File: src/rtl/mtfg_pkg.sv
package mtfg_pkg;

	// Alert counter width; the count also stops at 16 bits
	localparam int COUNT_WIDTH = 16;

	localparam logic [15:0] TALLY_MAX = (COUNT_WIDTH >= 16) ? 16'hFFFF :
		16'((32'd1 << COUNT_WIDTH) - 32'd1);

	// MBAP header byte positions
	localparam logic [8:0] POS_TID_HI   = 9'd0;
	localparam logic [8:0] POS_TID_LO   = 9'd1;
	localparam logic [8:0] POS_PROTO_HI = 9'd2;
	localparam logic [8:0] POS_PROTO_LO = 9'd3;
	localparam logic [8:0] POS_LEN_HI   = 9'd4;
	localparam logic [8:0] POS_LEN_LO   = 9'd5;
	localparam logic [8:0] POS_UNIT     = 9'd6;
	localparam logic [8:0] POS_FUNC     = 9'd7;

	// last byte sits at LAST_OFFSET + length
	localparam logic [8:0] LAST_OFFSET  = 9'd5;
	localparam logic [7:0] PDU_LIMIT    = 8'd253;
	localparam logic [7:0] LEN_CAP      = PDU_LIMIT + 8'd1;
	localparam logic [15:0] LEN_MIN     = 16'd2;
	localparam logic [8:0] POS_MAX      = LAST_OFFSET + 9'(LEN_CAP);
	localparam logic [7:0] MAX_LEN_RESET = 8'd254;

	// function codes
	localparam logic [7:0] FC_FIRST       = 8'd1;
	localparam logic [7:0] FC_LAST_BASIC  = 8'd6;
	localparam logic [7:0] FC_WRITE_COIL  = 8'd5;
	localparam logic [7:0] FC_WRITE_REG   = 8'd6;
	localparam logic [7:0] FC_WRITE_COILS = 8'd15;
	localparam logic [7:0] FC_WRITE_REGS  = 8'd16;
	localparam logic [7:0] FC_RW_REGS     = 8'd23;

	typedef enum logic [1:0] {
		ERR_NONE,
		ERR_PROTOCOL,
		ERR_LENGTH,
		ERR_FUNCTION
	} err_t;

	typedef struct packed {
		logic [7:0] data_byte;
		logic       segment_end;
	} in_item_t;

	typedef struct packed {
		logic        frame_valid;
		err_t        error_code;
		logic [15:0] xact_id;
		logic [7:0]  unit_id;
		logic [7:0]  fn_code;
		logic [7:0]  pdu_length;
		logic        is_write;
		logic        segment_done;
		logic [15:0] segment_alerts;
	} res_item_t;

endpackage

File: src/rtl/mtfg_in_stage.sv
module mtfg_in_stage
	import mtfg_pkg::*;
(
	input  logic     clk,
	input  logic     arst_n,
	input  logic     in_valid,
	output logic     in_ready,
	input  in_item_t in_item,
	input  logic     advance,
	output logic     valid_s1,
	output in_item_t item_s1
);

	assign in_ready = !valid_s1 || advance;

	always_ff @(posedge clk or negedge arst_n) begin
		if (!arst_n) begin
			valid_s1 <= 1'b0;
		end else if (in_valid && in_ready) begin
			valid_s1 <= 1'b1;
		end else if (advance) begin
			valid_s1 <= 1'b0;
		end
	end

	always_ff @(posedge clk) begin
		if (in_valid && in_ready) begin
			item_s1 <= in_item;
		end
	end

endmodule

File: src/rtl/mtfg_parser.sv
module mtfg_parser
	import mtfg_pkg::*;
(
	input  logic      clk,
	input  logic      arst_n,
	input  logic      cfg_we,
	input  logic [7:0] cfg_wdata,
	input  logic      item_valid,
	input  in_item_t  item,
	output logic      res_emit,
	output res_item_t res
);

	logic [7:0]  max_len_q;
	logic [8:0]  pos_q;
	logic [15:0] tid_q;
	logic [15:0] proto_q;
	logic [15:0] len_q;
	logic [7:0]  unit_q;
	logic [7:0]  func_q;
	logic        halted_q;
	logic [15:0] tally_q;

	logic [15:0] tid_d;
	logic [15:0] proto_d;
	logic [15:0] len_d;
	logic [7:0]  unit_d;
	logic [7:0]  func_d;
	logic [8:0]  pos_d;
	logic [15:0] tally_d;
	logic [15:0] tally_next;

	logic [7:0]  limit;
	logic [7:0]  b;
	logic [7:0]  fc_cur;
	logic [7:0]  unit_cur;
	logic        at_last;
	logic        fc_known;
	logic        fc_write;
	logic        fv;
	logic        wr;
	err_t        err;

	assign b        = item.data_byte;
	assign limit    = (max_len_q > LEN_CAP) ? LEN_CAP : max_len_q;
	assign fc_cur   = (pos_q == POS_FUNC) ? b : func_q;
	assign unit_cur = (pos_q == POS_UNIT) ? b : unit_q;
	assign at_last  = (pos_q == LAST_OFFSET + 9'(len_q[7:0]));

	assign fc_known = (fc_cur >= FC_FIRST && fc_cur <= FC_LAST_BASIC) ||
		fc_cur == FC_WRITE_COILS || fc_cur == FC_WRITE_REGS || fc_cur == FC_RW_REGS;
	assign fc_write = fc_cur == FC_WRITE_COIL || fc_cur == FC_WRITE_REG ||
		fc_cur == FC_WRITE_COILS || fc_cur == FC_WRITE_REGS || fc_cur == FC_RW_REGS;

	// header capture and checks
	always_comb begin
		tid_d   = tid_q;
		proto_d = proto_q;
		len_d   = len_q;
		unit_d  = unit_q;
		func_d  = func_q;
		err     = ERR_NONE;
		fv      = 1'b0;
		case (pos_q)
			POS_TID_HI: begin
				tid_d  = {b, 8'h00};
				func_d = 8'h00;
			end
			POS_TID_LO:   tid_d[7:0]   = b;
			POS_PROTO_HI: proto_d      = {b, 8'h00};
			POS_PROTO_LO: proto_d[7:0] = b;
			POS_LEN_HI:   len_d        = {b, 8'h00};
			POS_LEN_LO:   len_d[7:0]   = b;
			POS_UNIT: begin
				unit_d = b;
				if (proto_q != 16'h0000) begin
					err = ERR_PROTOCOL;
				end else if (len_q < LEN_MIN || len_q > {8'h00, limit}) begin
					err = ERR_LENGTH;
				end
			end
			default: begin
				func_d = fc_cur;
				if (at_last) begin
					if (!fc_known) begin
						err = ERR_FUNCTION;
					end else begin
						fv = 1'b1;
					end
				end
			end
		endcase
	end

	// result, tally and position
	always_comb begin
		wr         = fv && fc_write;
		tally_next = (wr && tally_q < TALLY_MAX) ? tally_q + 16'd1 : tally_q;
		tally_d    = (item.segment_end && err == ERR_NONE) ? 16'h0000 : tally_next;
		if (err != ERR_NONE) begin
			pos_d = pos_q;
		end else if (fv) begin
			pos_d = POS_TID_HI;
		end else begin
			pos_d = pos_q + 9'd1;
		end

		res_emit           = !halted_q && (fv || err != ERR_NONE || item.segment_end);
		res.frame_valid    = fv;
		res.error_code     = err;
		res.is_write       = wr;
		res.segment_done   = item.segment_end;
		res.segment_alerts = tally_next;
		if (fv || err != ERR_NONE) begin
			res.xact_id = tid_q;
			res.unit_id = unit_cur;
		end else begin
			res.xact_id = 16'h0000;
			res.unit_id = 8'h00;
		end
		if (fv || err == ERR_FUNCTION) begin
			res.fn_code    = fc_cur;
			res.pdu_length = len_q[7:0] - 8'd1;
		end else begin
			res.fn_code    = 8'h00;
			res.pdu_length = 8'h00;
		end
	end

	always_ff @(posedge clk or negedge arst_n) begin
		if (!arst_n) begin
			max_len_q <= MAX_LEN_RESET;
			pos_q     <= POS_TID_HI;
			tid_q     <= 16'h0000;
			proto_q   <= 16'h0000;
			len_q     <= 16'h0000;
			unit_q    <= 8'h00;
			func_q    <= 8'h00;
			halted_q  <= 1'b0;
			tally_q   <= 16'h0000;
		end else begin
			if (cfg_we) begin
				max_len_q <= cfg_wdata;
			end
			if (item_valid && !halted_q) begin
				pos_q    <= pos_d;
				tid_q    <= tid_d;
				proto_q  <= proto_d;
				len_q    <= len_d;
				unit_q   <= unit_d;
				func_q   <= func_d;
				tally_q  <= tally_d;
				halted_q <= (err != ERR_NONE);
			end
		end
	end

	a_halt_silent: assert property (@(posedge clk) disable iff (!arst_n)
		halted_q |-> !res_emit)
		else $error("result while halted");

	a_err_halts: assert property (@(posedge clk) disable iff (!arst_n)
		(item_valid && !halted_q && err != ERR_NONE) |=> halted_q)
		else $error("error did not halt");

	a_frame_no_err: assert property (@(posedge clk) disable iff (!arst_n)
		fv |-> (err == ERR_NONE && pos_q >= POS_FUNC))
		else $error("frame flagged with error or inside header");

	a_pos_bound: assert property (@(posedge clk) disable iff (!arst_n)
		pos_q <= POS_MAX)
		else $error("byte position past largest frame");

	a_tally_bound: assert property (@(posedge clk) disable iff (!arst_n)
		tally_q <= TALLY_MAX)
		else $error("alert tally past limit");

endmodule

File: src/rtl/mtfg_out_stage.sv
module mtfg_out_stage
	import mtfg_pkg::*;
(
	input  logic      clk,
	input  logic      arst_n,
	input  logic      push,
	input  res_item_t res,
	output logic      slot_free,
	output logic      valid_s2,
	input  logic      out_ready,
	output res_item_t res_s2
);

	// slot can take a new item this cycle if empty or draining
	assign slot_free = !valid_s2 || out_ready;

	always_ff @(posedge clk or negedge arst_n) begin
		if (!arst_n) begin
			valid_s2 <= 1'b0;
		end else if (push) begin
			valid_s2 <= 1'b1;
		end else if (out_ready) begin
			valid_s2 <= 1'b0;
		end
	end

	always_ff @(posedge clk) begin
		if (push) begin
			res_s2 <= res;
		end
	end

endmodule

File: src/rtl/modbus_tcp_frame_guard_top.sv
// Modbus TCP MBAP deframer and write-alert guard.
//
// Input channel (in_valid/in_ready): one stream byte per item, with
// segment_end marking the last byte of a received buffer. Frames may span
// buffers. Output channel (out_valid/out_ready): at most one result item per
// input byte, produced when a frame completes, a header or function code
// check fails, or the byte ends a buffer. Config: cfg_we/cfg_wdata write
// max_length; the user must write it only while idle; the block trusts this.
//
// Throughput: one byte per cycle while out_ready is high. Each byte passes
// an input register, then the header parser (byte position counter and
// captured header fields) decides it combinationally into the result
// register, which drives out_valid and the result outputs.
// Stall: when out_ready is low with a result waiting, the parser holds and
// the input register fills; in_ready then drops until the result is taken.
// Bytes that raise no result still advance while the result register is
// empty or draining.
// Reset (arst_n low): position returns to the header start, the tally and
// halt flag clear, max_length returns to 254. After any error one result is
// sent and all further bytes are taken and dropped until reset.
module modbus_tcp_frame_guard_top
	import mtfg_pkg::*;
(
	input  logic        clk,
	input  logic        arst_n,
	input  logic        cfg_we,
	input  logic [7:0]  cfg_wdata,
	input  logic        in_valid,
	output logic        in_ready,
	input  logic [7:0]  data_byte,
	input  logic        segment_end,
	output logic        out_valid,
	input  logic        out_ready,
	output logic        frame_valid,
	output logic [1:0]  error_code,
	output logic [15:0] xact_id,
	output logic [7:0]  unit_id,
	output logic [7:0]  fn_code,
	output logic [7:0]  pdu_length,
	output logic        is_write,
	output logic        segment_done,
	output logic [15:0] segment_alerts
);

	in_item_t  in_item;
	in_item_t  item_s1;
	logic      valid_s1;
	logic      advance;
	logic      slot_free;
	logic      res_emit;
	res_item_t res;
	res_item_t res_s2;

	assign in_item.data_byte   = data_byte;
	assign in_item.segment_end = segment_end;

	// a byte leaves the input register once the result slot can take it
	assign advance = valid_s1 && slot_free;

	mtfg_in_stage u_in_stage (
		.clk      (clk),
		.arst_n   (arst_n),
		.in_valid (in_valid),
		.in_ready (in_ready),
		.in_item  (in_item),
		.advance  (advance),
		.valid_s1 (valid_s1),
		.item_s1  (item_s1)
	);

	mtfg_parser u_parser (
		.clk        (clk),
		.arst_n     (arst_n),
		.cfg_we     (cfg_we),
		.cfg_wdata  (cfg_wdata),
		.item_valid (advance),
		.item       (item_s1),
		.res_emit   (res_emit),
		.res        (res)
	);

	mtfg_out_stage u_out_stage (
		.clk       (clk),
		.arst_n    (arst_n),
		.push      (advance && res_emit),
		.res       (res),
		.slot_free (slot_free),
		.valid_s2  (out_valid),
		.out_ready (out_ready),
		.res_s2    (res_s2)
	);

	assign frame_valid    = res_s2.frame_valid;
	assign error_code     = res_s2.error_code;
	assign xact_id        = res_s2.xact_id;
	assign unit_id        = res_s2.unit_id;
	assign fn_code        = res_s2.fn_code;
	assign pdu_length     = res_s2.pdu_length;
	assign is_write       = res_s2.is_write;
	assign segment_done   = res_s2.segment_done;
	assign segment_alerts = res_s2.segment_alerts;

endmodule

File: config.mk
export PLATFORM = sky130hd
export DESIGN_NAME = modbus_tcp_frame_guard_top
export DESIGN_NICKNAME = d
export VERILOG_FILES = /design/src/rtl/mtfg_pkg.sv /design/src/rtl/mtfg_in_stage.sv /design/src/rtl/mtfg_parser.sv /design/src/rtl/mtfg_out_stage.sv /design/src/rtl/modbus_tcp_frame_guard_top.sv
export SDC_FILE = /design/constraint.sdc
export NUM_CORES = 1
export LEC_CHECK = 0
export BUFFER_PORTS_ARGS = -buffer_cell sky130_fd_sc_hd__buf_2
export CORE_ASPECT_RATIO = 0.7
export CORE_MARGIN = 2
export CORE_UTILIZATION = 31
export DETAILED_ROUTE_END_ITERATION = 8
export PLACE_DENSITY = 0.46
export SLEW_MARGIN = 20
export SYNTH_ARGS = -nofsm -noshare
export SYNTH_HDL_FRONTEND = slang
export SYNTH_SLANG_ARGS = --single-unit
File: constraint.sdc
create_clock -name clk -period 8.4 [get_ports clk]
set_input_delay 1.68 -clock clk [delete_from_list [all_inputs] [get_ports clk]]
set_output_delay 1.68 -clock clk [all_outputs]
set_load 0.05 [all_outputs]
# ---- After elaboration in Yosys (flattened, before gate mapping)
# Index checks and enable logic that the tools add are counted.
dict set report word_totals {
  register_bits 170
  inputBits 22
  out_inout_bits 63
}
dict set report classes {
  n_addsub 4
  magnitude_cmp 6
  n_eq_ne 14
  muxes 22
  n_bitwise 2
  reduce_logical 45
}
# operator n
set op_table {}
lappend op_table {{$pmux W8 S2} 4}
lappend op_table {{$eq A9 B3 Y1 const B} 4}
lappend op_table {{$mux W16} 2}
lappend op_table {{$mux W8} 3}
lappend op_table {{$eq A9 B2 Y1 const B} 2}
lappend op_table {{$add A16 B1 Y16 const B} 1}
lappend op_table {{$eq A8 B3 Y1 const B} 2}
lappend op_table {{$eq A8 B5 Y1 const B} 2}
lappend op_table {{$gt A16 B8 Y1} 1}
lappend op_table {{$lt A16 B16 Y1 const B} 1}
lappend op_table {{$lt A16 B2 Y1 const B} 1}
lappend op_table {{$reduce_and A2 Y1} 8}
lappend op_table {{$reduce_bool A16 Y1} 1}
lappend op_table {{$logic_or A1 B1 Y1} 13}
lappend op_table {{$reduce_bool A2 Y1} 6}
lappend op_table {{$reduce_or A6 Y1} 2}
lappend op_table {{$add A3 B8 Y9 const A} 1}
lappend op_table {{$add A9 B1 Y9 const B} 1}
lappend op_table {{$eq A9 B1 Y1 const B} 1}
lappend op_table {{$eq A9 B9 Y1} 1}
lappend op_table {{$logic_and A1 B1 Y1} 9}
lappend op_table {{$logic_not A9 Y1} 1}
lappend op_table {{$mux W9} 1}
lappend op_table {{$eq A8 B4 Y1 const B} 1}
lappend op_table {{12 further kinds} 24}

# ---- Depth between registers and ports, before layout
# Gate-level depths: netlist (run 1).
dict set report logic_depth {
  ltp_word 16
  depth_mapped 13
  mapped_depth_nobuf 11
}

# ---- Modules after synthesis
# From an unflattened synthesis (run 1), not the netlist that was laid out.
dict set report hier_totals {
  cells_unflattened 736
  area_unflattened_um2 8209.1
}
# mod instances cells_each area_per_inst_um2 seq_area_each_um2
set modules_own_cells {}
lappend modules_own_cells {mtfg_parser 1 657 5993.2 2461.1}
lappend modules_own_cells {mtfg_out_stage 1 64 1879.3 1856.8}
lappend modules_own_cells {mtfg_in_stage 1 13 324.1 295.3}
lappend modules_own_cells {modbus_tcp_frame_guard_top 1 2 12.5 0.0}

# ---- Worst setup path after synthesis (run 1)
# OpenSTA, ideal clock, no wires.
dict set report synth_path {
  path_type {in2reg}
  start {in out_ready}
  end {reg u_out_stage.res_s2[0] (netlist name)}
  setup_ns 0.415
  arrival_ns 3.760
  required_ns 7.985
  slack_ns 4.225
  stages 6
  n_path_buf 1
  path_cell_list {nand2b_1 > nand2_1 > nor2_1 > clkbuf_1 > o21ai_0 > inv_1}
}
dict set report synth_between {
  elab_chain_cells 3
}
# element line_no
set synth_lines {}
lappend synth_lines {{start, declared} modbus_tcp_frame_guard_top.sv:33} ;# input logic out_ready,
lappend synth_lines {{$logic_or A1 B1 Y1} mtfg_out_stage.sv:15} ;# assign slot_free = !valid_s2 || out_ready;
lappend synth_lines {{$logic_and A1 B1 Y1} modbus_tcp_frame_guard_top.sv:58} ;# assign advance = valid_s1 && slot_free;
lappend synth_lines {{$logic_and A1 B1 Y1} modbus_tcp_frame_guard_top.sv:85} ;# .push (advance && res_emit),
lappend synth_lines {{net u_out_stage.push} mtfg_out_stage.sv:6} ;# input logic push,
# The timed path passes the listed nets, and every way through them passes these cells.
# A chain may end at the register's enable or synchronous reset.

# ---- Worst setup path in the final report (run 1)
dict set report layout_path {
  start {reg u_parser.len_q[0]}
  end {reg u_out_stage.res_s2[40] (netlist name)}
}
dict set report layout_between {
  elab_chain_cells 10
  elab_cells_between_ends 16
  classes_between {add/sub: 1; order compare: 2; eq/ne: 1; mux: 6; reduce/logical: 6}
}
# element line_no
set layout_lines {}
lappend layout_lines {{start, declared} mtfg_parser.sv:18} ;# logic [15:0] len_q;
lappend layout_lines {{start signal, assigned} mtfg_parser.sv:149} ;# len_q <= len_d;
lappend layout_lines {{$lt A16 B2 Y1 or $gt A16 B8 Y1 (tied branches)} mtfg_parser.sv:78} ;# end else if (len_q < LEN_MIN || len_q > {8'h00, limit}) begin
lappend layout_lines {{$logic_or A1 B1 Y1} mtfg_parser.sv:78}
lappend layout_lines {{$mux W2} mtfg_parser.sv:78}
lappend layout_lines {{$mux W2} mtfg_parser.sv:76} ;# if (proto_q != 16'h0000) begin
lappend layout_lines {{$pmux W2 S2} mtfg_parser.sv:64} ;# case (pos_q)
lappend layout_lines {{$reduce_bool A2 Y1} mtfg_parser.sv:108} ;# res_emit = !halted_q && (fv || err != ERR_NONE || item.segment_end);
lappend layout_lines {{$logic_or A1 B1 Y1 * (2 in series)} mtfg_parser.sv:108}
lappend layout_lines {{$logic_and A1 B1 Y1 *} mtfg_parser.sv:108}
lappend layout_lines {{$logic_and A1 B1 Y1 *} modbus_tcp_frame_guard_top.sv:85}
lappend layout_lines {{net u_out_stage.push} mtfg_out_stage.sv:6}
# The timed path passes the listed nets; every way through them passes the cells marked *.

==> results of run 1 <==
[metrics by stage]
stage	setup WS (ns)	hold WS, ns	std cells
CTS	4.017	0.5032	1100
finish	4.076	0.5028	1100
floorplan	4.225	0.4556	691
detailed placement	4.039	0.4859	1068
global route	3.659	0.5166	1100
global placement	4.020	0.4689	1068
[Yosys cell counts, drive strengths merged (4+ instances only)]
library cell   n
dfrtp         93
nor4          14
o2bb2ai        4
a21o           6
o21a           4
nand4         11
or4            4
nor2          32
a22o          40
inv           19
xor2          11
nand2b         8
ha            15
nor3          16
nor2b          4
o31ai          7
and3          14
edfxtp        70
mux2          35
and4           4
clkbuf        28
or2            5
a31oi          4
a21oi         27
xnor2         18
nand3         22
buf           14
o21ai         28
dfstp          7
and2          27
nand2         69
[per-layer routing]
| metal | vias to the layer above | wire, um | part of all wire |
|---|---|---|---|
| met5 | - | 0 | 0 |
| met4 | 0 | 131 | 0.0067 |
| met3 | 11 | 810 | 0.042 |
| met2 | 123 | 9113 | 0.47 |
| met1 | 2844 | 9427 | 0.48 |
| li1 | 2664 | - | - |
[worst register-to-register path: cells and delay by family, from the launching register on]
| family | cells | cell delay (ns) |
|---|---|---|
| AOI/OAI and AO/OA | 3 | 1.00 |
| xor gates and xnor gates | 1 | 0.18 |
| adders and majority gates | 1 | 0.35 |
| buffers and inverters | 3 | 0.84 |
| DFF | 1 | 0.56 |
| and+or+nand+nor | 2 | 1.01 |
[kinds of logic after synthesis]
kind of cell               Yosys count  synth area share
DFF                                170            0.5794
muxes                               35           0.04951
and+or+nand+nor                    239            0.1587
xor gates and xnor gates            29           0.03190
AOI/OAI and AO/OA                  142            0.1259
adders and majority gates           15           0.02357
buffers and inverters               61           0.03096
[how the worst min path moves through the flow]
stage               depth (start not counted)                             to  slack [ns]
global placement                            1  u_parser.halted_q$_DFFE_PN0P_        0.47
CTS                                         1  u_parser.tid_q[6]$_DFFE_PN0P_        0.50
detailed placement                          1  u_parser.tid_q[6]$_DFFE_PN0P_        0.49
global route                                1  u_parser.tid_q[6]$_DFFE_PN0P_        0.52
finish                                      1  u_parser.tid_q[8]$_DFFE_PN0P_        0.50
floorplan                                   1  u_parser.halted_q$_DFFE_PN0P_        0.46
[cell usage in the layout (no fill, tap or decap), types with 13 or more instances in the layout]
master     synthesis  final
a22o_1            40     40
dfrtp_1           93     93
inv_1             19     18
ha_1              15     15
and2_1            25     25
xnor2_1           18     18
a21oi_1           27     27
edfxtp_1          70     70
o21ai_0           27     27
nor3_1            16     16
buf_2             11     83
nor2_1            31     30
clkbuf_16          0     17
mux2_2            35     35
and3_1            13     13
nand2_1           68     68
nand3_1           22     22
[cell type report]
cell class	count	share of cell area
clock inverter	14	0.01465
clock buffer	18	0.04652
multi-input combinational	460	0.3370
sequential	170	0.5001
tap	331	0.04489
inverter	19	0.007731
timing repair buffer	88	0.04910
[flip-flops by register name (all words and copies together), names as in the netlist]
register,flops
u_parser.halted_q,1
u_parser.max_len_q,8
u_out_stage.valid_s2,1
u_parser.proto_q,16
u_parser.tid_q,16
u_out_stage.res_s2,61
u_parser.func_q,8
u_in_stage.item_s1,9
u_parser.len_q,16
u_in_stage.valid_s1,1
u_parser.pos_q,9
u_parser.tally_q,16
u_parser.unit_q,8
[power groups by stage]
stage / combinational, mW / clock (mW) / sequential (mW)
2_1_floorplan: 0.520 / 0 / 1.29
3_3_place_gp: 0.742 / 0 / 1.25
3_5_place_dp: 0.760 / 0 / 1.26
4_1_cts: 0.764 / 0.781 / 1.25
5_1_grt: 0.838 / 0.815 / 1.27
6_report: 0.756 / 0.759 / 1.25
==> flow_summary.yaml, run 1 <==
power:
  power_frac_comb: 0.274
  p_leak_nw: 3.822
  p_int_mw: 1.790
  p_sw_uw: 972.3
  p_per_area_mw_per_mm2: 299.4
  p_clk_frac: 0.275
  sw_frac_of_total: 0.3520
  peakVddDrop_v: 0.0001008
  p_seq_frac: 0.451
  power_mw: 2.762
worst_setup_path:
  cp_max_fo: 61
  path_class: "flip-flop to flip-flop"
  end_kind: "flip-flop"
  cp-endpoint: "u_out_stage.res_s2[40]$_SDFFCE_PN0P_"
  cp_cell_sequence: "inv_1 > ha_1 > xor2_1 > a2111oi_0 > o2111ai_1 > or2_2 > nand2_1 > o21ai_0 > inv_2 > buf_4"
  crit_slowest_cell: "buf_4"
  crit_start: "u_parser.len_q[0]$_DFFE_PN0P_"
  worst_path_largest_cell_delay_ns: 0.61
  r2r-end: "u_out_stage.res_s2[40]$_SDFFCE_PN0P_"
  worstSetupStartpointType: "flip-flop"
  path_buf_inv: 3
  critical_path_cell_count: 10
  cp_top_family: "compound AO/OA/AOI/OAI gates"
  r2r_cells: 10
  cp.arrival_ns: 4.38
  cp.required_ns: 8.46
  r2r_setup_slack_ns: 4.08
  reg2reg_from: "u_parser.len_q[0]$_DFFE_PN0P_"
clock_network:
  cts_buffer_depth: 2
  cts.sinks: 170
  cts_resized: 0
  cts_inserted_buffers: 17
  cts-root-buf: "clkbuf_16"
  tritoncts: "done"
  cts_max_level: 4
  clkTransAtPathRegs_ns: 0.07
  post-cts-setup-buffers: 0
  cts_hold_buf: 0
  worstSkewPairLatency_ns: 0.43
sta:
  setup_viol: 0
  hold_viol: 0
  period_share: 0.5147
  skew_ns: 0.01513
  tns_ns: 0
  final_max_slew_viol_count: 0
  grt_setup_unrepaired: "no"
  worstMarginPinSlew_ns: 0.8562
  max_freq_mhz: 231.3
  min_period_ns: 4.324
  relSlewSlack: 0.4286
floorplanning:
  fp.dieW_um: 195.5
  coreArea_mm2: 0.02544
  ios: 85
  dieArea_mm2: 0.02700
  start_util: 0.3129
  rows: 49
  die_h_um: 138.1
yosys:
  yosysTopAreaCell: "dfrtp_1"
  synth_edf_count: 70
  synth_fp_nets: 728
  synth_warnings: 0
  synth_cells: 691
  synth_area_leaders: "dfrtp_1, edfxtp_1, mux2_2"
  synth_top_area_frac: 0.2923
  ys_types: 61
  avgSynthCellArea_um2: 11.52
  synth_seq_cells: 170
  synthFlopType: "dfrtp_1"
  ys_async_sr_fraction: 0.5882
  seq_area_frac_synth: 0.5794
  synth.cell_area_mm2: 0.007961
grt:
  grt_usage: 0.1491
  grt_pass1_vias: 5673
  grt_pass1_wl_um: 31590
  grt_use_met3: 0.03489
  grt_max_degree: 62
  grt_use_met2: 0.2357
  grt-ovfl-total: 0
  antenna_found_initial: 1
  use_met1: 0.2077
  gr-max-usage-layer: "met2"
status:
  outcome: "finished clean"
layout:
  nets: 793
  fillers: 2461
  diodes: 0
  syn_to_final_growth_pct: 15.87
  layout-drive-gt1-share: 0.2315
  multiInputGateArea_mm2: 0.003109
  register_area_mm2: 0.004613
  post-route-util: 0.3626
  fin_area_mm2: 0.009225
placement:
  place_congestion: 0.7874
  port-buffer-count: 84
  place_area_mm2: 0.008661
  hpwl_um: 13420
route:
  drt_wl_total_um: 19480
  avgRoutedWirePerCell_um: 17.71
  route.detailed.drc: 0
  route.vias.total: 5642
  first_iter_violations: 429
  via_per_inst: 5.129
  ant_nets: 0
  firstDrtPassIters: 4
hold_path:
  hp-class: "flip-flop to flip-flop"
  min_from: "u_parser.tid_q[8]$_DFFE_PN0P_"
flow_run:
  cap_violations: 0
Power figures use the tool's default switching activity.
==> run 2, diff against run 1 <==
--- a/config.mk
+++ b/config.mk
@@ -10,7 +10,7 @@
 export CORE_MARGIN = 2
 export CORE_UTILIZATION = 31
 export DETAILED_ROUTE_END_ITERATION = 8
-export PLACE_DENSITY = 0.46
+export PLACE_DENSITY = 0.47
 export SLEW_MARGIN = 20
 export SYNTH_ARGS = -nofsm -noshare
 export SYNTH_HDL_FRONTEND = slang
==> constraint.sdc (replaced) <==
create_clock -name clk -period 3.5 [get_ports clk]
set_input_delay 0.7 -clock clk [delete_from_list [all_inputs] [get_ports clk]]
set_output_delay 0.7 -clock clk [all_outputs]
set_load 0.05 [all_outputs]
==> run 2 against run 1 <==
Net effect: power rose by 150%; critical path depth unchanged; clock-buffer cell count is the same; critical path type unchanged; highest routed layer unchanged.
==> flow_summary.yaml, run 2 (synthesis gave the netlist of run 1 again) <==
status:
  outcome: "finished clean"
hold_path:
  hp-class: "input pin to asynchronous set/reset pin"
route:
  via_per_inst: 5.067
  route.vias.total: 5706
  avgRoutedWirePerCell_um: 17.96
  firstDrtPassIters: 5
  ant_nets: 0
  drt_wl_total_um: 20220
  first_iter_violations: 306
  route.detailed.drc: 0
layout:
  largest_register_ffs: 61
  syn_to_final_growth_pct: 19.44
  multiInputGateArea_mm2: 0.003159
  regMostFlops: "u_out_stage.res_s2"
  layout_common_cells: "dfrtp_1, buf_2, edfxtp_1"
  layout_commonest_cell: "dfrtp_1"
  fin_area_mm2: 0.009509
  register_area_mm2: 0.004614
  diodes: 0
  layout-drive-gt1-share: 0.2654
  fillers: 2429
  layout.cells.non_filler: 1126
  nets: 819
floorplanning:
  rows: 49
  start_util: 0.3129
  ios: 85
  die_h_um: 138.1
  dieArea_mm2: 0.02700
  fp.dieW_um: 195.5
  coreArea_mm2: 0.02544
grt:
  grt_usage: 0.1566
  antenna_found_initial: 0
  grt_pass1_wl_um: 32630
  grt_max_degree: 84
  grt-ovfl-total: 0
  grt_pass1_vias: 5748
sta:
  grt_setup_unrepaired: "no"
  fin_ws_ns: 0.2486
  tns_ns: 0
  period_share: 0.9290
  final_max_slew_viol_count: 0
  relSlewSlack: 0.4757
  worstMarginPinSlew_ns: 0.7865
  setup_viol: 0
  hold_viol: 0
  max_freq_mhz: 307.6
  skew_ns: 0.01255
  min_period_ns: 3.251
clock_network:
  post-cts-setup-buffers: 0
  cts_hold_buf: 0
  cts_resized: 1
  cts_buffer_depth: 2
  cts_inserted_buffers: 17
  clkTransAtPathRegs_ns: 0.07
  cts-root-buf: "clkbuf_16"
  cts_max_level: 4
  worstSkewPairLatency_ns: 0.44
  cts.sinks: 170
  tritoncts: "done"
placement:
  place_congestion: 0.8352
  dp.cells: 1094
  hpwl_um: 14040
  port-buffer-count: 84
  place_area_mm2: 0.008894
  dp_slack_ns: -0.05754
power:
  peakVddDrop_v: 0.0004261
  p_per_area_mw_per_mm2: 721.9
  p_leak_nw: 3.959
worst_setup_path:
  reg2reg_from: "u_parser.pos_q[0]$_DFFE_PN0P_"
  end_kind: "flip-flop"
  cp.arrival_ns: 3.60
  cp.required_ns: 3.84
  crit_start: "u_parser.pos_q[0]$_DFFE_PN0P_"
  path_class: "flip-flop to flip-flop"
  cp_max_fo: 10
  worstSetupStartpointType: "flip-flop"
flow_run:
  cap_violations: 0
run 2: cell count changes in the layout (fill, tap and decap cells not counted), sizes merged:
cell      before  now
buf           88  114
clkinvlp       1    2
clkinv         5    4
run 2: worst max-delay path: stages (launching register included):
cell and delay (ns):
dfrtp_1 0.50, ha_2 0.35, and4bb_1 0.27, nand2_2 0.13
and3_1 0.23, or4_1 0.54, or3_1 0.39, buf_4 0.18
nand3_1 0.29, o21ai_0 0.17, o31ai_1 0.09
run 2: cell type report:
class	count	area share
clock inverter	14	0.01605
sequential	170	0.4853
multi-input combinational	460	0.3322
tap	331	0.04355
timing repair buffer	114	0.06987
clock buffer	18	0.04513
inverter	19	0.007895
run 2: per-layer routing:
layer  global-route usage  wire length [um]
met5                    0                 0
met4              0.04902               311
met3              0.03537               844
met2               0.2442              9320
met1               0.2177              9743
run 2: final timing paths:
| path | end | slack, ns | depth (start not counted) |
|---|---|---|---|
| worst max-delay path | u_parser.pos_q[7]$_DFFE_PN0P_ | 0.25 | 10 |
| worst min-delay path | u_parser.len_q[15]$_DFFE_PN0P_ | 0.31 | 1 |
| worst max register to register | u_parser.pos_q[7]$_DFFE_PN0P_ | 0.25 | 10 |
| worst min register to register | u_parser.tid_q[6]$_DFFE_PN0P_ | 0.50 | 1 |
| max in group asynchronous | u_parser.tally_q[1]$_DFFE_PN0P_ | 2.38 | 2 |
| min in group clk | u_in_stage.item_s1[5]$_DFFE_PP_ | 0.43 | 1 |
run 2: where the power goes:
| group | internal (mW) | leakage [nW] | switching [mW] |
|---|---|---|---|
| registers | 2.57 | 1.94 | 0.350 |
| clock network | 1.01 | 0.282 | 0.873 |
| logic | 0.826 | 1.73 | 1.24 |
| total | 4.40 | 3.96 | 2.46 |
run 2: per-stage QoR:
step	util	hold slack [ns]	power, mW
after floorplan	-	0.4044	4.360
after global placement	0.3495	0.4819	4.929
after detailed placement	0.3495	0.4828	4.962
after CTS	0.3725	0.4115	6.881
after global routing	0.3737	0.3688	7.262
final	0.3737	0.3126	6.864
